### src/hdl/esd_pkg.sv
package esd_pkg;

  localparam logic [7:0] CH_QUOTE  = 8'h27;
  localparam logic [7:0] CH_BSLASH = 8'h5C;
  localparam logic [7:0] CH_ZERO   = 8'h30;
  localparam logic [7:0] CH_SEVEN  = 8'h37;
  localparam logic [7:0] CH_B      = 8'h62;
  localparam logic [7:0] CH_F      = 8'h66;
  localparam logic [7:0] CH_N      = 8'h6E;
  localparam logic [7:0] CH_R      = 8'h72;
  localparam logic [7:0] CH_T      = 8'h74;

  localparam logic [7:0] CTL_BS = 8'h08;
  localparam logic [7:0] CTL_FF = 8'h0C;
  localparam logic [7:0] CTL_LF = 8'h0A;
  localparam logic [7:0] CTL_CR = 8'h0D;
  localparam logic [7:0] CTL_HT = 8'h09;

  // One decoded input byte: one or two result bytes.
  typedef struct packed {
    logic [7:0] data0;
    logic       last0;
    logic       has_second;
    logic [7:0] data1;
    logic       last1;
  } esd_cmd_t;

  function automatic logic is_octal(input logic [7:0] c);
    is_octal = (c >= CH_ZERO) && (c <= CH_SEVEN);
  endfunction

  // Byte that follows a backslash and is not an octal digit.
  function automatic logic [7:0] escape_map(input logic [7:0] c);
    logic [7:0] v;
    unique case (c)
      CH_B:    v = CTL_BS;
      CH_F:    v = CTL_FF;
      CH_N:    v = CTL_LF;
      CH_R:    v = CTL_CR;
      CH_T:    v = CTL_HT;
      default: v = c;
    endcase
    escape_map = v;
  endfunction

endpackage

### src/hdl/string_escape_decoder_top.sv
// String escape decoder. Escaped string bytes arrive on the in_ stream, one per transfer, with
// in_tlast on the final byte of a string; decoded bytes leave on the out_ stream with out_tlast
// on the final decoded byte. A quote makes the next byte literal, a backslash followed by b, f,
// n, r or t gives the matching control byte, a backslash followed by one to three octal digits
// gives their value modulo 256, and any other escaped byte passes through. A non-octal byte that
// ends a digit run first releases the octal value, so one input byte can give two output bytes.
// The input side accepts one byte per clock cycle as long as the command queue between the
// decoding front end and the output back end has room; the output side delivers one byte per
// cycle while out_tready is high, so a byte that yields two results takes two output transfers,
// and the queue of QUEUE_DEPTH entries absorbs those bursts. A result passes through the queue
// and then the registered output stage before it appears on out_tvalid. No configuration and no
// clearing pass: the block is ready straight after reset.
module string_escape_decoder_top #(
  parameter int QUEUE_DEPTH = 4
) (
  input  logic       clk,
  input  logic       rst_n,
  // Input stream.
  input  logic       in_tvalid,
  output logic       in_tready,
  input  logic [7:0] in_tdata,   // [7:0] in_byte
  input  logic       in_tlast,   // in_last
  // Result stream.
  output logic       out_tvalid,
  input  logic       out_tready,
  output logic [7:0] out_tdata,  // [7:0] out_byte
  output logic       out_tlast   // out_last
);
  import esd_pkg::*;

  logic     q_full;
  logic     q_empty;
  logic     q_pop;
  logic     push;
  logic     in_xfer;
  esd_cmd_t cmd;
  esd_cmd_t q_head;

  // The front end may take a byte whenever the queue has a free entry; a byte that produces
  // no result still needs that guarantee only for simplicity of the handshake.
  assign in_tready = !q_full;
  assign in_xfer   = in_tvalid && in_tready;

  // Front end: tracks the escape mode and turns each input transfer into at most one
  // queue entry holding one or two decoded bytes.
  esd_front u_front (
    .clk     (clk),
    .rst_n   (rst_n),
    .accept  (in_xfer),
    .in_byte (in_tdata),
    .in_last (in_tlast),
    .push    (push),
    .cmd     (cmd)
  );

  // Short queue that decouples decoding from output stalls.
  esd_queue #(
    .DEPTH (QUEUE_DEPTH)
  ) u_queue (
    .clk     (clk),
    .rst_n   (rst_n),
    .wr_en   (push),
    .wr_data (cmd),
    .full    (q_full),
    .rd_en   (q_pop),
    .rd_data (q_head),
    .empty   (q_empty)
  );

  // Back end: registered output that emits the bytes of each entry in turn.
  esd_back u_back (
    .clk       (clk),
    .rst_n     (rst_n),
    .q_empty   (q_empty),
    .q_data    (q_head),
    .q_pop     (q_pop),
    .out_valid (out_tvalid),
    .out_ready (out_tready),
    .out_byte  (out_tdata),
    .out_last  (out_tlast)
  );

endmodule

### src/hdl/esd_front.sv
module esd_front (
  input  logic             clk,
  input  logic             rst_n,
  input  logic             accept,
  input  logic [7:0]       in_byte,
  input  logic             in_last,
  output logic             push,
  output esd_pkg::esd_cmd_t cmd
);
  import esd_pkg::*;

  typedef enum logic [1:0] {
    MODE_NORMAL,
    MODE_QUOTE,
    MODE_BSLASH,
    MODE_OCTAL
  } mode_t;

  mode_t      mode_r, mode_nxt;
  logic [7:0] oct_val_r, oct_val_nxt;
  logic [1:0] oct_dig_r, oct_dig_nxt;

  logic       c_is_oct;
  logic       c_is_esc;
  logic [7:0] oct_step;

  assign c_is_oct = is_octal(in_byte);
  assign c_is_esc = (in_byte == CH_QUOTE) || (in_byte == CH_BSLASH);
  // The low three bits of an octal digit character are its value.
  assign oct_step = {oct_val_r[4:0], in_byte[2:0]};

  always_comb begin
    mode_nxt    = mode_r;
    oct_val_nxt = oct_val_r;
    oct_dig_nxt = oct_dig_r;
    push        = 1'b0;
    cmd         = '0;
    if (accept) begin
      unique case (mode_r)
        MODE_NORMAL: begin
          if (c_is_esc) begin
            if (in_last) begin
              push      = 1'b1;
              cmd.last0 = 1'b1;
            end else begin
              mode_nxt = (in_byte == CH_QUOTE) ? MODE_QUOTE : MODE_BSLASH;
            end
          end else begin
            push      = 1'b1;
            cmd.data0 = in_byte;
            cmd.last0 = in_last;
          end
        end
        MODE_QUOTE: begin
          mode_nxt  = MODE_NORMAL;
          push      = 1'b1;
          cmd.data0 = in_byte;
          cmd.last0 = in_last;
        end
        MODE_BSLASH: begin
          if (c_is_oct) begin
            if (in_last) begin
              push      = 1'b1;
              cmd.data0 = {5'd0, in_byte[2:0]};
              cmd.last0 = 1'b1;
            end else begin
              mode_nxt    = MODE_OCTAL;
              oct_val_nxt = {5'd0, in_byte[2:0]};
              oct_dig_nxt = 2'd1;
            end
          end else begin
            mode_nxt  = MODE_NORMAL;
            push      = 1'b1;
            cmd.data0 = escape_map(in_byte);
            cmd.last0 = in_last;
          end
        end
        MODE_OCTAL: begin
          if (c_is_oct) begin
            if (oct_dig_r >= 2'd2 || in_last) begin
              push        = 1'b1;
              cmd.data0   = oct_step;
              cmd.last0   = in_last;
              mode_nxt    = MODE_NORMAL;
              oct_val_nxt = '0;
              oct_dig_nxt = '0;
            end else begin
              oct_val_nxt = oct_step;
              oct_dig_nxt = oct_dig_r + 2'd1;
            end
          end else begin
            // Flush the run, then treat the byte as in normal mode.
            push        = 1'b1;
            cmd.data0   = oct_val_r;
            cmd.last0   = 1'b0;
            mode_nxt    = MODE_NORMAL;
            oct_val_nxt = '0;
            oct_dig_nxt = '0;
            if (c_is_esc) begin
              if (in_last) begin
                cmd.has_second = 1'b1;
                cmd.last1      = 1'b1;
              end else begin
                mode_nxt = (in_byte == CH_QUOTE) ? MODE_QUOTE : MODE_BSLASH;
              end
            end else begin
              cmd.has_second = 1'b1;
              cmd.data1      = in_byte;
              cmd.last1      = in_last;
            end
          end
        end
      endcase
      if (in_last) begin
        mode_nxt    = MODE_NORMAL;
        oct_val_nxt = '0;
        oct_dig_nxt = '0;
      end
    end
  end

  always_ff @(posedge clk) begin
    if (!rst_n) begin
      mode_r    <= MODE_NORMAL;
      oct_val_r <= '0;
      oct_dig_r <= '0;
    end else begin
      mode_r    <= mode_nxt;
      oct_val_r <= oct_val_nxt;
      oct_dig_r <= oct_dig_nxt;
    end
  end

endmodule

### src/hdl/esd_queue.sv
module esd_queue #(
  parameter int DEPTH = 4
) (
  input  logic              clk,
  input  logic              rst_n,
  input  logic              wr_en,
  input  esd_pkg::esd_cmd_t wr_data,
  output logic              full,
  input  logic              rd_en,
  output esd_pkg::esd_cmd_t rd_data,
  output logic              empty
);
  import esd_pkg::*;

  localparam int PTR_W = (DEPTH > 1) ? $clog2(DEPTH) : 1;
  localparam int CNT_W = $clog2(DEPTH + 1);

  esd_cmd_t           entry_r [DEPTH];
  logic [PTR_W-1:0]   wr_ptr_r, wr_ptr_nxt;
  logic [PTR_W-1:0]   rd_ptr_r, rd_ptr_nxt;
  logic [CNT_W-1:0]   count_r, count_nxt;
  logic               do_wr, do_rd;

  assign full    = (count_r == CNT_W'(DEPTH));
  assign empty   = (count_r == '0);
  assign do_wr   = wr_en && !full;
  assign do_rd   = rd_en && !empty;
  assign rd_data = entry_r[rd_ptr_r];

  always_comb begin
    wr_ptr_nxt = wr_ptr_r;
    rd_ptr_nxt = rd_ptr_r;
    count_nxt  = count_r;
    if (do_wr) begin
      wr_ptr_nxt = (wr_ptr_r == PTR_W'(DEPTH - 1)) ? '0 : wr_ptr_r + 1'b1;
    end
    if (do_rd) begin
      rd_ptr_nxt = (rd_ptr_r == PTR_W'(DEPTH - 1)) ? '0 : rd_ptr_r + 1'b1;
    end
    if (do_wr && !do_rd) begin
      count_nxt = count_r + 1'b1;
    end else if (do_rd && !do_wr) begin
      count_nxt = count_r - 1'b1;
    end
  end

  always_ff @(posedge clk) begin
    if (!rst_n) begin
      wr_ptr_r <= '0;
      rd_ptr_r <= '0;
      count_r  <= '0;
    end else begin
      wr_ptr_r <= wr_ptr_nxt;
      rd_ptr_r <= rd_ptr_nxt;
      count_r  <= count_nxt;
    end
  end

  always_ff @(posedge clk) begin
    if (do_wr) begin
      entry_r[wr_ptr_r] <= wr_data;
    end
  end

endmodule

### src/hdl/esd_back.sv
module esd_back (
  input  logic              clk,
  input  logic              rst_n,
  input  logic              q_empty,
  input  esd_pkg::esd_cmd_t q_data,
  output logic              q_pop,
  output logic              out_valid,
  input  logic              out_ready,
  output logic [7:0]        out_byte,
  output logic              out_last
);
  import esd_pkg::*;

  logic       out_vld_r, out_vld_nxt;
  logic [7:0] out_byte_r, out_byte_nxt;
  logic       out_last_r, out_last_nxt;
  logic       pend_vld_r, pend_vld_nxt;
  logic [7:0] pend_byte_r, pend_byte_nxt;
  logic       pend_last_r, pend_last_nxt;
  logic       load;

  // The output register takes a new byte when empty or being drained.
  assign load = !out_vld_r || out_ready;

  always_comb begin
    out_vld_nxt   = out_vld_r;
    out_byte_nxt  = out_byte_r;
    out_last_nxt  = out_last_r;
    pend_vld_nxt  = pend_vld_r;
    pend_byte_nxt = pend_byte_r;
    pend_last_nxt = pend_last_r;
    q_pop         = 1'b0;
    if (load) begin
      if (pend_vld_r) begin
        out_vld_nxt  = 1'b1;
        out_byte_nxt = pend_byte_r;
        out_last_nxt = pend_last_r;
        pend_vld_nxt = 1'b0;
      end else if (!q_empty) begin
        q_pop         = 1'b1;
        out_vld_nxt   = 1'b1;
        out_byte_nxt  = q_data.data0;
        out_last_nxt  = q_data.last0;
        pend_vld_nxt  = q_data.has_second;
        pend_byte_nxt = q_data.data1;
        pend_last_nxt = q_data.last1;
      end else begin
        out_vld_nxt = 1'b0;
      end
    end
  end

  always_ff @(posedge clk) begin
    if (!rst_n) begin
      out_vld_r  <= 1'b0;
      pend_vld_r <= 1'b0;
    end else begin
      out_vld_r  <= out_vld_nxt;
      pend_vld_r <= pend_vld_nxt;
    end
  end

  always_ff @(posedge clk) begin
    out_byte_r  <= out_byte_nxt;
    out_last_r  <= out_last_nxt;
    pend_byte_r <= pend_byte_nxt;
    pend_last_r <= pend_last_nxt;
  end

  assign out_valid = out_vld_r;
  assign out_byte  = out_byte_r;
  assign out_last  = out_last_r;

endmodule

### config.mk
export PLATFORM = sky130hd
export DESIGN_NAME = string_escape_decoder_top
export DESIGN_NICKNAME = d
export VERILOG_FILES = /design/src/hdl/esd_pkg.sv /design/src/hdl/string_escape_decoder_top.sv /design/src/hdl/esd_front.sv /design/src/hdl/esd_queue.sv /design/src/hdl/esd_back.sv
export SDC_FILE = /design/constraint.sdc
export NUM_CORES = 1
export LEC_CHECK = 0
export ABC_AREA = 1
export BUFFER_PORTS_ARGS = -buffer_cell sky130_fd_sc_hd__buf_2
export CAP_MARGIN = 20
export CORE_UTILIZATION = 35
export CTS_CLUSTER_DIAMETER = 200
export DETAILED_ROUTE_END_ITERATION = 8
export PLACE_DENSITY = 0.52
export SYNTH_ARGS = -nofsm -noshare
export SYNTH_HDL_FRONTEND = slang
export SYNTH_SLANG_ARGS = --single-unit
export TNS_END_PERCENT = 20
### constraint.sdc
create_clock -name clk -period 2.1 [get_ports clk]
set_input_delay 0.315 -clock clk [delete_from_list [all_inputs] [get_ports clk]]
set_output_delay 0.315 -clock clk [all_outputs]
set_load 0.1 [all_outputs]
==> metrics.csv <==
metric,value,unit
status,"complete, but fails checks",
final count of hold timing violations,0,
nets@finish,635,
fmax,505,MHz
aggregate global routing overflow,0,
Num CTS Buffers,17,
crit-path cells,"nor2_2, inv_2, nor2_1, nand2_2, nand2_2, nor2_4, ha_2, inv_2, fa_2, a21oi_1, o21ai_1, o21ai_1, a21oi_1",
Reg2Reg Depth,13,
CTS sink count,117,
Vias/cell,4.99,
Post-Syn Area per Cell,9.80,um^2
Ys Warns,0,
Place WS,-11.9,ps
"commonest cells after routing, fill and taps aside","105 x nor2_1, 94 x edfxtp_1, 62 x o21ai_0, 54 x nand2_1, 42 x buf_4",
sink of the worst hold path,u_back.pend_vld_r,
1st-pass router iterations,7,
Cells after Synth,546,
r2r endpoint,u_queue.count_r[2],
die width,126,um
largest net degree at the start of global routing,22,
"Design Area, Final",0.00661,mm^2
Syn Nets,566,
First DRT Iteration DRCs,251,
CP max-delay cell,dfxtp_1,
"non-filler cells, final",812,
unrepaired setup endpoints after global routing,no,
die height,126,um
CP endpoint kind,flip-flop,
drt drc,1,
Final Skew,9.77,ps
post-synthesis sequential area ratio,61.3,%
total of max-cap violations,0,
ANT nets after route,0,
Post-synth EDFFs,94,
Crit path buffers/inverters,2,
I/O Buffers,23,
DP Area,0.00602,mm^2
critical path arrival,2270,ps
Multi-input gate area,0.00180,mm^2
Core Box Area,0.0148,mm^2
worst hold stages,4,
cell count after placement,778,
P&R area growth vs syn,23.5,%
FP Rows,44,
Slew @ Worst Pin,593,ps
reg2reg start,u_front.mode_r[0],
Skew-Pair Late Insertion Delay,410,ps
"FF+latch count, synth",117,
Synth Cell Area,0.00535,mm^2
clock root buffer,clkbuf_16,
Slew Limit Headroom,60.4,%
FF-to-FF setup slack,120,ps
GP Congestion,0.902,
clock slew at reported path FFs,50,ps
DP Wirelength,8650,um
top_reg_cell synth,edfxtp_1,
"FFs w/ async S/R, synth",0,%
post-CTS sizing,0,
layout cells sized above 1,23.6,%
HP Class,in2reg,
# diodes,0,
number of global-route vias before repair,4131,
final wirelength,12700,um
PwrDens,1350,mW/mm^2
Tmin final,1980,ps
element type at the critical path start,flip-flop,
filler instances,1398,
fin. max-slew vios,0,
P_leak,2.63,nW
first-pass GRT wire length,21000,um
routed wire length per instance,15.6,um
FF+latch area,0.00329,mm^2
H-tree levels,4,
CP Data Required Time,2390,ps
Peak VDD IR,0.644,mV
final worst slack,119,ps
"Max FO, Critical Path",5,
die area,0.0158,mm^2
Post-Route Setup TNS,0,ps
"most common cell after layout, fill and taps aside",nor2_1,
"CP delay by family, top",adder cells,
IO Count,24,
Synth cell types,33,
Initial Util,36.3,%
Setup CP Type,reg2reg,
via count,4053,
CTS max path bufs,2,
failing checks,DRC,
post-layout util,44.8,%
Final Cycle Share,94.4,%
hold wc startpoint,out_tready,
max incr delay on CP,460,ps
initial antenna violation count,0,
endpoints failing setup,0,
TritonCTS clock tree,built,
global-route usage over all layers,17.7,%
[cell usage after synthesis (2+ instances only)]
cell | number | area (um^2)
nor2_4 | 4 | 45.0
clkinv_1 | 3 | 11.3
o21ai_1 | 4 | 20.0
nand2_2 | 10 | 62.6
ha_1 | 6 | 75.1
nand2_1 | 55 | 206
inv_1 | 36 | 135
dfxtp_1 | 23 | 460
clkbuf_1 | 10 | 37.5
nor2_1 | 109 | 409
buf_6 | 3 | 33.8
o22ai_1 | 10 | 62.6
buf_2 | 4 | 20.0
a31oi_1 | 9 | 56.3
nand3_2 | 2 | 20.0
inv_2 | 14 | 52.6
o21ai_0 | 64 | 320
a21oi_1 | 25 | 125
edfxtp_1 | 94 | 2820
nor2_2 | 7 | 43.8
nand3_1 | 27 | 135
nor3_1 | 13 | 65.1
nand4_1 | 4 | 25.0
[timing repair]
action / in CTS / in global routing
hold buffers: 0 / 0
buffers inserted: 0 / 2
setup endpoints to repair: 0 / 5
[cell families after synthesis]
logic type,after synthesis,synth area share [%]
and+or+nand+nor,233,19.4
buffers and inverters,72,5.70
AOI/OAI and AO/OA,117,11.8
DFF,117,61.3
adders and majority gates,7,1.78
[flip-flops by register name (all words and copies together) (netlist names), named ones only]
| register | cells |
|---|---|
| u_queue.entry_r | 76 |
| u_back.out_byte | 8 |
| u_back.pend_byte_r | 8 |
| u_front.oct_val_r | 8 |
| u_queue.count_r | 3 |
| u_front.mode_r | 2 |
| u_front.oct_dig_r | 2 |
| u_queue.rd_ptr_r | 2 |
| u_queue.wr_ptr_r | 2 |
| u_back.out_last | 1 |
| u_back.out_valid | 1 |
| u_back.pend_last_r | 1 |
| u_back.pend_vld_r | 1 |
[how the worst max path moves through the flow]
stage | end | start | slack, ps | cells after the start
5_1_grt | u_queue.count_r[2] | u_front.mode_r[0] | 3 | 13
3_3_place_gp | u_queue.count_r[2] | in_tdata[4] | 2 | 16
6_report | u_queue.count_r[2] | u_front.mode_r[0] | 120 | 13
2_1_floorplan | u_queue.count_r[2] | u_queue.count_r[0] | -40 | 13
4_1_cts | u_queue.count_r[2] | u_queue.count_r[1] | 90 | 13
3_5_place_dp | u_queue.count_r[2] | in_tdata[5] | -10 | 16
[worst register-to-register path: cells and delay by family, from the launching register on]
family,cells,cell delay [ps]
buf+inv,2,100
compound gates,4,380
fa+ha+maj,2,530
flops,1,460
simple gates,5,410
[where the power goes]
| group | total (W) | internal, W | switching (W) |
|---|---|---|---|
| clock network | 0.00281 | 0.00185 | 0.000959 |
| registers | 0.00325 | 0.00311 | 0.000140 |
| logic | 0.00286 | 0.000724 | 0.00214 |
[stage by stage]
| step | total power [W] | hold slack [ps] |
|---|---|---|
| after global placement | 0.00614 | 472 |
| after detailed placement | 0.00619 | 473 |
| final | 0.00892 | 195 |
| after global routing | 0.00941 | 229 |
| after CTS | 0.00901 | 177 |
| after floorplan | 0.00539 | 446 |
[metal layers]
metal | wire length (um) | share of wire (%) | up-vias | global-route usage [%]
li1 | - | - | 2026 | -
met4 | 144 | 1.1 | 0 | 7.17
met2 | 6200 | 49 | 84 | 30.1
met3 | 522 | 4.1 | 8 | 4.55
met5 | 0 | 0 | - | 0
met1 | 5790 | 46 | 1935 | 21.3
[cell type report]
cell class              instances  area share [%]
clock buffers                  21            6.66
clock inverters                11            2.03
inverters                      53            3.09
multi-input cells             357            27.3
flip-flops and latches        117            49.7
well taps                     184            3.48
repair buffers                 69            7.72
(Power assumes the default switching activity.)
